## src/pbed_pkg.sv

```systemverilog
// ----------------------------------------------------------------------------
// pbed_pkg
// Shared widths, constants and types of the point-to-box distance block.
// ----------------------------------------------------------------------------
package pbed_pkg;

   localparam int IN_W   = 24;          // signed Q12.12 coordinates
   localparam int GAP_W  = 24;          // gap magnitude, always below 2^24
   localparam int SQ_W   = 2 * GAP_W;   // exact Q24.24 square
   localparam int PAIR_W = SQ_W + 1;    // both squares of one element
   localparam int SUM_W  = 57;          // running sum, unsigned Q33.24
   localparam int DIST_W = 29;          // unsigned Q17.12 distance
   localparam int REM_W  = DIST_W + 1;  // partial remainder of the root
   localparam int ITER_W = 5;           // counts the root digits

   localparam logic [SUM_W-1:0]  SUM_CEIL  = {SUM_W{1'b1}};
   localparam logic [ITER_W-1:0] LAST_ITER = ITER_W'(DIST_W - 1);

   typedef struct packed {
      logic [SUM_W-1:0] sum;
      logic             saturated;
   } sum_entry_type;

   typedef enum logic [2:0] {
      ST_IDLE = 3'b001,
      ST_RUN  = 3'b010,
      ST_DONE = 3'b100
   } root_state_type;

endpackage

```

## src/point_box_euclidean_distance.sv

```systemverilog
// ----------------------------------------------------------------------------
// point_box_euclidean_distance
// Streams vector elements, sums the squared gaps from a point to a box in
// signed Q12.12 and gives the floor square root of each vector's sum.
//
//   channel  prefix  direction  payload
//   input    req_    in         point_value, bound_low, bound_high, last_element
//   result   rsp_    out        distance_out, saturated
//
// The front end takes one element per cycle, while req_ready is high, through a
// three-stage subtract, square and accumulate pipe.
// Each vector end queues its sum; the root unit loads a sum, finds one result
// bit per run step and hands the result on before it takes the next sum.
// Reset is synchronous and clears the sum, the queue and all valid flags.
// req_ready falls only while a vector end waits for room in a full queue.
// ----------------------------------------------------------------------------
module point_box_euclidean_distance
   import pbed_pkg::*;
#(
   parameter int QUEUE_DEPTH = 2    // at least 2
)
(
   input  logic                    clock,
   input  logic                    reset,
   input  logic                    req_valid,
   output logic                    req_ready,
   input  logic signed [IN_W-1:0]  req_point_value,
   input  logic signed [IN_W-1:0]  req_bound_low,
   input  logic signed [IN_W-1:0]  req_bound_high,
   input  logic                    req_last_element,
   output logic                    rsp_valid,
   input  logic                    rsp_ready,
   output logic [DIST_W-1:0]       rsp_distance_out,
   output logic                    rsp_saturated
);

   logic          push_valid;
   sum_entry_type push_entry;
   logic          queue_full;
   logic          queue_empty;
   sum_entry_type queue_head;
   logic          pop;

   pbed_front u_front (
      .clock            (clock),
      .reset            (reset),
      .req_valid        (req_valid),
      .req_ready        (req_ready),
      .req_point_value  (req_point_value),
      .req_bound_low    (req_bound_low),
      .req_bound_high   (req_bound_high),
      .req_last_element (req_last_element),
      .queue_full       (queue_full),
      .push_valid       (push_valid),
      .push_entry       (push_entry)
   );

   pbed_queue #(
      .DEPTH (QUEUE_DEPTH)
   ) u_queue (
      .clock      (clock),
      .reset      (reset),
      .push_valid (push_valid),
      .push_entry (push_entry),
      .pop        (pop),
      .full       (queue_full),
      .empty      (queue_empty),
      .head       (queue_head)
   );

   pbed_root u_root (
      .clock            (clock),
      .reset            (reset),
      .queue_empty      (queue_empty),
      .queue_head       (queue_head),
      .pop              (pop),
      .rsp_valid        (rsp_valid),
      .rsp_ready        (rsp_ready),
      .rsp_distance_out (rsp_distance_out),
      .rsp_saturated    (rsp_saturated)
   );

endmodule

```

## src/pbed_front.sv

```systemverilog
// ----------------------------------------------------------------------------
// pbed_front
// Takes one element a cycle unless stalled, forms the squared gaps to the box and
// keeps the saturating running sum; hands each vector's finished sum to the queue.
// ----------------------------------------------------------------------------
module pbed_front
   import pbed_pkg::*;
(
   input  logic                    clock,
   input  logic                    reset,
   input  logic                    req_valid,
   output logic                    req_ready,
   input  logic signed [IN_W-1:0]  req_point_value,
   input  logic signed [IN_W-1:0]  req_bound_low,
   input  logic signed [IN_W-1:0]  req_bound_high,
   input  logic                    req_last_element,
   input  logic                    queue_full,
   output logic                    push_valid,
   output sum_entry_type           push_entry
);

   logic              s1_valid_ff, s1_valid_in;
   logic              s1_last_ff;
   logic [GAP_W-1:0]  s1_gap_lo_ff, s1_gap_lo_in;
   logic [GAP_W-1:0]  s1_gap_hi_ff, s1_gap_hi_in;
   logic              s2_valid_ff, s2_valid_in;
   logic              s2_last_ff;
   logic [SQ_W-1:0]   s2_sq_lo_ff;
   logic [SQ_W-1:0]   s2_sq_hi_ff;
   logic              s3_valid_ff, s3_valid_in;
   logic              s3_last_ff;
   logic [PAIR_W-1:0] s3_pair_ff;
   logic [SUM_W-1:0]  acc_sum_ff, acc_sum_in;
   logic              acc_sat_ff, acc_sat_in;

   logic                    stall;
   logic                    take;
   logic signed [IN_W:0]    diff_lo;
   logic signed [IN_W:0]    diff_hi;
   logic                    below;
   logic                    above;
   logic [SUM_W:0]          total;
   logic                    hit;
   logic [SUM_W-1:0]        step_sum;
   logic                    step_sat;

   // the whole pipe holds while a finished vector cannot enter the queue
   assign stall     = s3_valid_ff && s3_last_ff && queue_full;
   assign req_ready = !stall;
   assign take      = req_valid && !stall;

   always_comb begin
      diff_lo = {req_bound_low[IN_W-1], req_bound_low}
              - {req_point_value[IN_W-1], req_point_value};
      diff_hi = {req_point_value[IN_W-1], req_point_value}
              - {req_bound_high[IN_W-1], req_bound_high};
      below   = !diff_lo[IN_W] && (diff_lo != '0);
      above   = !diff_hi[IN_W] && (diff_hi != '0);
      s1_gap_lo_in = below ? diff_lo[GAP_W-1:0] : '0;
      s1_gap_hi_in = above ? diff_hi[GAP_W-1:0] : '0;
      s1_valid_in  = take;
      s2_valid_in  = s1_valid_ff;
      s3_valid_in  = s2_valid_ff;
   end

   always_comb begin
      total    = {1'b0, acc_sum_ff} + {{(SUM_W + 1 - PAIR_W){1'b0}}, s3_pair_ff};
      hit      = total[SUM_W];
      step_sum = hit ? SUM_CEIL : total[SUM_W-1:0];
      step_sat = acc_sat_ff || hit;
      acc_sum_in = acc_sum_ff;
      acc_sat_in = acc_sat_ff;
      if (s3_valid_ff && !stall) begin
         if (s3_last_ff) begin
            acc_sum_in = '0;
            acc_sat_in = 1'b0;
         end else begin
            acc_sum_in = step_sum;
            acc_sat_in = step_sat;
         end
      end
   end

   assign push_valid           = s3_valid_ff && s3_last_ff && !queue_full;
   assign push_entry.sum       = step_sum;
   assign push_entry.saturated = step_sat;

   always_ff @(posedge clock) begin
      if (reset) begin
         s1_valid_ff <= 1'b0;
         s2_valid_ff <= 1'b0;
         s3_valid_ff <= 1'b0;
         acc_sum_ff  <= '0;
         acc_sat_ff  <= 1'b0;
      end else begin
         if (!stall) begin
            s1_valid_ff <= s1_valid_in;
            s2_valid_ff <= s2_valid_in;
            s3_valid_ff <= s3_valid_in;
         end
         acc_sum_ff <= acc_sum_in;
         acc_sat_ff <= acc_sat_in;
      end
   end

   always_ff @(posedge clock) begin
      if (!stall) begin
         s1_last_ff   <= req_last_element;
         s1_gap_lo_ff <= s1_gap_lo_in;
         s1_gap_hi_ff <= s1_gap_hi_in;
         s2_last_ff   <= s1_last_ff;
         s2_sq_lo_ff  <= s1_gap_lo_ff * s1_gap_lo_ff;
         s2_sq_hi_ff  <= s1_gap_hi_ff * s1_gap_hi_ff;
         s3_last_ff   <= s2_last_ff;
         s3_pair_ff   <= {1'b0, s2_sq_lo_ff} + {1'b0, s2_sq_hi_ff};
      end
   end

`ifndef SYNTH
   // a sticky saturation flag always sits with the sum pinned at its ceiling
   a_sat_at_ceiling: assert property (@(posedge clock) disable iff (reset)
      acc_sat_ff |-> (acc_sum_ff == SUM_CEIL))
      else $error("saturation flag set with sum below ceiling");

   // the sum starts from zero after every finished vector
   a_clear_after_push: assert property (@(posedge clock) disable iff (reset)
      push_valid |=> (acc_sum_ff == '0) && !acc_sat_ff)
      else $error("running sum not cleared after vector end");

   // a held vector end keeps the pipe frozen
   a_stall_holds: assert property (@(posedge clock) disable iff (reset)
      stall |=> s3_valid_ff && s3_last_ff)
      else $error("stalled vector end lost");
`endif

endmodule

```

## src/pbed_queue.sv

```systemverilog
// ----------------------------------------------------------------------------
// pbed_queue
// Short first-in first-out store of finished sums between the accumulator
// and the square root unit.
// ----------------------------------------------------------------------------
module pbed_queue
   import pbed_pkg::*;
#(
   parameter int DEPTH = 2
)
(
   input  logic          clock,
   input  logic          reset,
   input  logic          push_valid,
   input  sum_entry_type push_entry,
   input  logic          pop,
   output logic          full,
   output logic          empty,
   output sum_entry_type head
);

   localparam int PtrW = $clog2(DEPTH);
   localparam int CntW = $clog2(DEPTH + 1);
   localparam logic [PtrW-1:0] LastSlot = PtrW'(DEPTH - 1);
   localparam logic [CntW-1:0] FullCnt  = CntW'(DEPTH);

   sum_entry_type       slot_ff [DEPTH];
   logic [PtrW-1:0]     wr_ptr_ff, wr_ptr_in;
   logic [PtrW-1:0]     rd_ptr_ff, rd_ptr_in;
   logic [CntW-1:0]     count_ff, count_in;
   logic                do_push;
   logic                do_pop;

   assign full    = (count_ff == FullCnt);
   assign empty   = (count_ff == '0);
   assign head    = slot_ff[rd_ptr_ff];
   assign do_push = push_valid && !full;
   assign do_pop  = pop && !empty;

   always_comb begin
      wr_ptr_in = wr_ptr_ff;
      rd_ptr_in = rd_ptr_ff;
      count_in  = count_ff;
      if (do_push) begin
         wr_ptr_in = (wr_ptr_ff == LastSlot) ? '0 : wr_ptr_ff + 1'b1;
      end
      if (do_pop) begin
         rd_ptr_in = (rd_ptr_ff == LastSlot) ? '0 : rd_ptr_ff + 1'b1;
      end
      case ({do_push, do_pop})
         2'b10:   count_in = count_ff + 1'b1;
         2'b01:   count_in = count_ff - 1'b1;
         default: count_in = count_ff;
      endcase
   end

   always_ff @(posedge clock) begin
      if (reset) begin
         wr_ptr_ff <= '0;
         rd_ptr_ff <= '0;
         count_ff  <= '0;
      end else begin
         wr_ptr_ff <= wr_ptr_in;
         rd_ptr_ff <= rd_ptr_in;
         count_ff  <= count_in;
      end
   end

   always_ff @(posedge clock) begin
      if (do_push) begin
         slot_ff[wr_ptr_ff] <= push_entry;
      end
   end

`ifndef SYNTH
   a_count_bound: assert property (@(posedge clock) disable iff (reset)
      count_ff <= FullCnt)
      else $error("queue fill beyond its depth");

   a_no_pop_empty: assert property (@(posedge clock) disable iff (reset)
      empty |-> !pop)
      else $error("pop from an empty queue");

   a_no_push_full: assert property (@(posedge clock) disable iff (reset)
      full |-> !push_valid)
      else $error("push into a full queue");
`endif

endmodule

```

## src/pbed_root.sv

```systemverilog
// ----------------------------------------------------------------------------
// pbed_root
// Digit-by-digit floor square root of a queued sum, one result bit a cycle,
// with the result held in an output register.
// ----------------------------------------------------------------------------
module pbed_root
   import pbed_pkg::*;
(
   input  logic              clock,
   input  logic              reset,
   input  logic              queue_empty,
   input  sum_entry_type     queue_head,
   output logic              pop,
   output logic              rsp_valid,
   input  logic              rsp_ready,
   output logic [DIST_W-1:0] rsp_distance_out,
   output logic              rsp_saturated
);

   localparam int RadW = 2 * DIST_W;

   root_state_type      state_ff, state_in;
   logic [RadW-1:0]     rad_ff, rad_in;
   logic [REM_W-1:0]    rem_ff, rem_in;
   logic [DIST_W-1:0]   root_ff, root_in;
   logic [ITER_W-1:0]   iter_ff, iter_in;
   logic                sat_ff, sat_in;
   logic                out_valid_ff, out_valid_in;
   logic [DIST_W-1:0]   out_dist_ff;
   logic                out_sat_ff;

   logic [REM_W+1:0]    rem_shift;
   logic [REM_W+1:0]    trial;
   logic                fits;
   logic                load_out;

   // bring down the next pair of radicand bits and try root*4+1
   assign rem_shift = {rem_ff, rad_ff[RadW-1 -: 2]};
   assign trial     = {1'b0, root_ff, 2'b01};
   assign fits      = (rem_shift >= trial);

   assign pop      = (state_ff == ST_IDLE) && !queue_empty;
   assign load_out = (state_ff == ST_DONE) && (!out_valid_ff || rsp_ready);

   always_comb begin
      state_in     = state_ff;
      rad_in       = rad_ff;
      rem_in       = rem_ff;
      root_in      = root_ff;
      iter_in      = iter_ff;
      sat_in       = sat_ff;
      out_valid_in = out_valid_ff;
      if (out_valid_ff && rsp_ready) begin
         out_valid_in = 1'b0;
      end
      case (state_ff)
         ST_IDLE: begin
            if (!queue_empty) begin
               rad_in   = {{(RadW - SUM_W){1'b0}}, queue_head.sum};
               sat_in   = queue_head.saturated;
               rem_in   = '0;
               root_in  = '0;
               iter_in  = LAST_ITER;
               state_in = ST_RUN;
            end
         end
         ST_RUN: begin
            rad_in = {rad_ff[RadW-3:0], 2'b00};
            if (fits) begin
               rem_in  = REM_W'(rem_shift - trial);
               root_in = {root_ff[DIST_W-2:0], 1'b1};
            end else begin
               rem_in  = rem_shift[REM_W-1:0];
               root_in = {root_ff[DIST_W-2:0], 1'b0};
            end
            iter_in = iter_ff - 1'b1;
            if (iter_ff == '0) begin
               state_in = ST_DONE;
            end
         end
         ST_DONE: begin
            if (load_out) begin
               out_valid_in = 1'b1;
               state_in     = ST_IDLE;
            end
         end
         default: begin
            state_in = ST_IDLE;
         end
      endcase
   end

   always_ff @(posedge clock) begin
      if (reset) begin
         state_ff     <= ST_IDLE;
         out_valid_ff <= 1'b0;
      end else begin
         state_ff     <= state_in;
         out_valid_ff <= out_valid_in;
      end
   end

   always_ff @(posedge clock) begin
      rad_ff  <= rad_in;
      rem_ff  <= rem_in;
      root_ff <= root_in;
      iter_ff <= iter_in;
      sat_ff  <= sat_in;
      if (load_out) begin
         out_dist_ff <= root_ff;
         out_sat_ff  <= sat_ff;
      end
   end

   assign rsp_valid        = out_valid_ff;
   assign rsp_distance_out = out_dist_ff;
   assign rsp_saturated    = out_sat_ff;

`ifndef SYNTH
   // a new result only ever comes out of the finished state
   a_result_from_done: assert property (@(posedge clock) disable iff (reset)
      $rose(out_valid_ff) |-> $past(state_ff == ST_DONE))
      else $error("result raised without a finished root");

   // the digit loop leaves after its final step
   a_run_exit: assert property (@(posedge clock) disable iff (reset)
      (state_ff == ST_RUN) && (iter_ff == '0) |=> (state_ff == ST_DONE))
      else $error("root loop overran its digit count");

   // the partial remainder never exceeds twice the partial root
   a_rem_bound: assert property (@(posedge clock) disable iff (reset)
      (state_ff == ST_DONE) |-> (rem_ff <= {root_ff, 1'b0}))
      else $error("root remainder out of range");
`endif

endmodule
```

## config.mk

```make
export PLATFORM = sky130hd
export DESIGN_NAME = point_box_euclidean_distance
export DESIGN_NICKNAME = d
export VERILOG_FILES = /design/src/pbed_pkg.sv /design/src/point_box_euclidean_distance.sv /design/src/pbed_front.sv /design/src/pbed_queue.sv /design/src/pbed_root.sv
export SDC_FILE = /design/constraint.sdc
export NUM_CORES = 2
export LEC_CHECK = 0
export BUFFER_PORTS_ARGS = -buffer_cell sky130_fd_sc_hd__clkbuf_2
export CAP_MARGIN = 20
export CORE_ASPECT_RATIO = 0.9
export CORE_MARGIN = 2
export CORE_UTILIZATION = 59
export CTS_CLUSTER_SIZE = 12
export DETAILED_ROUTE_END_ITERATION = 16
export PLACE_DENSITY = 0.78
export SLEW_MARGIN = 20
export SYNTH_ARGS = -nofsm -noshare
export SYNTH_HDL_FRONTEND = slang
export SYNTH_HIERARCHICAL = 1
export SYNTH_SLANG_ARGS = --single-unit
export TNS_END_PERCENT = 50
```

## constraint.sdc

```tcl
create_clock -name clock -period 7.6 [get_ports clock]
set_input_delay 0.76 -clock clock [delete_from_list [all_inputs] [get_ports clock]]
set_output_delay 0.76 -clock clock [all_outputs]
set_load 0.01 [all_outputs]
```

==> impl_metrics.yaml <==
global_routing:
  grt_pass1_wl_um: 225000
  grt_antenna_before_repair: 0
  first_global_vias: 44000
  grt_max_degree: 85
  grt_usage_pct: 26.8
  gr-total-overflow: 0
die:
  dieArea_um2: 104000
  coreArea_um2: 101000
  io-pin-count: 109
  initial_core_util_pct: 59.3
  die_y_um: 307
  rows: 111
  die_x_um: 340
yosys:
  postSynthCellCount: 6070
  synth_most_common_cell: "inv_1"
  synth_top_area_share_pct: 28.5
  synth_nets: 7533
  yosysUniqueCellTypes: 88
  synth.avg_cell_area_um2: 9.90
  ys_warn_count: 6
  async_flop_share_pct: 0
  yosysTopAreaCell: "fa_1"
  synth_edf_count: 463
  ys_seq_area_share_pct: 25.5
  synth_common_cells: "inv_1 (1332), fa_1 (854), nand2_1 (673)"
  ys_ff_latch: 533
  yosys_most_used_dff: "edfxtp_1"
  synth_area_leaders: "fa_1 (28%), edfxtp_1 (23%), ha_1 (11%)"
  syn-cell-area_um2: 60100
worst_setup_path:
  crit_type: "flip-flop to flip-flop"
  slowest_delay_ns: 0.55
  crit_path_top_delay_cell: "fa_1"
  crit_family: "adder cells"
  cp-start-kind: "flip-flop"
  worst-path-max-fanout: 17
  arrival_ns: 7.73
  end_kind: "flip-flop"
  crit_path_frequent_cell: "fa_1"
  required_ns: 7.99
  cp_num_buf_inv: 7
sta:
  slew_headroom_pct: 27.1
  post-route-period-util_pct: 96.6
  drv_slew: 0
  period_needed_ns: 7.34
  worstMarginPinSlew_ns: 1.09
  timing.final.ws_setup_ns: 0.259
  hold_ws_ns: 0.341
  fmax_mhz: 136
  setup_viol: 0
  final.setup_skew_ns: 0.0569
  finalHoldViolCount: 0
routing:
  ant_nets: 0
  totalWireLength_um: 137000
  viasPerCell: 5.52
  vias: 42000
  wl_per_cell_um: 18.0
  firstDrtPassIters: 6
  first_iter_violations: 3154
  drc: 0
clocking:
  cts_tree: "built"
  insertion_delay_ns: 0.66
  root_buffer: "clkbuf_16"
  numCtsBuffers: 55
  clk_pin_slew_worst_paths_ns: 0.08
  clock_path_buffers: 3
  cts-htree-levels: 2
  cts_sinks: 533
  cts_hold_buf: 0
run:
  drv_cap: 0
final_layout:
  syn2layout_area_growth_pct: 7.92
  multiInputGateArea_um2: 39300
  drive_gt1_share_pct: 7.75
  n_fill_cell: 7977
  antennaDiodeCount: 0
  nNetsFinal: 7667
  utilization_pct: 64.0
  seq_area_um2: 15300
placement:
  gp_congestion: 0.952
  port_buffers: 108
  dp_hpwl_um: 111000
  pre_cts_slack_ns: -0.0351
min_path:
  min_path_type: "primary input to flip-flop"
run_status:
  status: "completed"
worst reg2reg max path, stage by stage (launching register included):
cell and delay (ns):
edfxtp_1 0.53, buf_6 0.23, and2_1 0.19, fa_1 0.54, inv_1 0.05, fa_1 0.49
inv_1 0.05, fa_1 0.52, inv_1 0.05, fa_1 0.49, inv_1 0.05, fa_1 0.46
fa_1 0.55, inv_1 0.06, fa_1 0.53, inv_1 0.05, ha_1 0.33, a21oi_1 0.14
o21ai_0 0.14, a22oi_1 0.24, nor2b_1 0.15, o211ai_1 0.10, a41oi_2 0.27, o211ai_1 0.20
a41oi_2 0.28, o21ai_0 0.13, a21oi_1 0.18, xnor2_1 0.08
worst paths after layout:
path	startpoint	endpoint	slack, ns	cells after the start
hold / removal	req_last_element	u_front/s1_last_ff	0.34	1
setup / recovery	u_front/s1_gap_hi_ff[14]	u_front/s2_sq_hi_ff[47]	0.26	27
hold reg to reg	u_front/s2_last_ff	u_front/s3_last_ff	0.43	0
setup reg to reg	u_front/s1_gap_hi_ff[14]	u_front/s2_sq_hi_ff[47]	0.26	27
routing by layer:
layer / vias up / share of wire [%] / global-route usage, %
met5: - / 0 / 0
met2: 1425 / 46 / 42.9
met1: 20700 / 44 / 38.7
met3: 213 / 7.4 / 4.10
met4: 0 / 2.4 / 6.59
li1: 19600 / - / -
sequential cells by signal (all words and copies together) (netlist names), 2 cells and up, named ones only:
| name | count |
|---|---|
| u_front/s1_gap_hi_ff | 24 |
| u_queue/count_ff | 2 |
| u_front/s1_gap_lo_ff | 24 |
| u_root/iter_ff | 5 |
| u_root/rsp_distance_out | 29 |
| u_front/s2_sq_lo_ff | 47 |
| u_root/state_ff | 3 |
| u_root/root_ff | 29 |
| u_front/acc_sum_ff | 57 |
| u_front/s2_sq_hi_ff | 47 |
| u_root/rad_ff | 58 |
| u_front/s3_pair_ff | 49 |
| u_root/rem_ff | 30 |
| u_queue/slot_ff | 116 |
logic make-up (layout without fill, tap and decap cells):
kind of cell	after synthesis	in the layout	synth area share, %
DFF	533	533	25.5
and+or+nand+nor	1513	1513	11.8
AOI/OAI and AO/OA	813	813	8.88
xor gates and xnor gates	245	245	3.57
muxes	64	64	1.19
buffers and inverters	1516	1694	9.58
adders and majority gates	1386	1386	39.5
layout by cell type, fill, tap and decap left out, types with 53 or more instances in the layout:
cell,netlist,final
o21ai_0,133,130
nand2_1,673,672
clkbuf_2,2,109
a21o_1,120,120
nor3_1,54,53
edfxtp_1,463,463
buf_4,3,131
xnor2_1,154,153
and2_1,247,243
dfxtp_1,70,69
nor2_1,259,254
nand3_1,56,55
fa_1,854,854
clkbuf_16,0,55
inv_1,1332,1331
a21oi_1,237,229
xor2_1,91,91
ha_1,532,529
mux2_2,60,60
cell type report:
type                            count  area share [%]
Clock buffer                       84            2.31
Clock inverter                     17           0.341
Inverter                         1333            7.72
Multi-Input combinational cell   4021            60.6
Sequential cell                   533            23.6
Tap cell                         1356            2.62
Timing Repair Buffer              260            2.84
metrics by stage:
step	setup TNS [ns]	instances	instance area, um2
floorplan	0	6070	60100
global placement	0	7477	62600
detailed placement	-0.0523	7477	62600
CTS	0	7579	64400
global route	-0.0736	7604	64900
finish	0	7604	64900
repair_timing:
action	in CTS	in global routing
gates resized for setup	1	53
setup endpoints to repair	3	21
pin swaps	0	10
buffers inserted	1	23
Power is not shown: default switching activity piles up to over one toggle a cycle in this logic, so the estimate is an artifact.
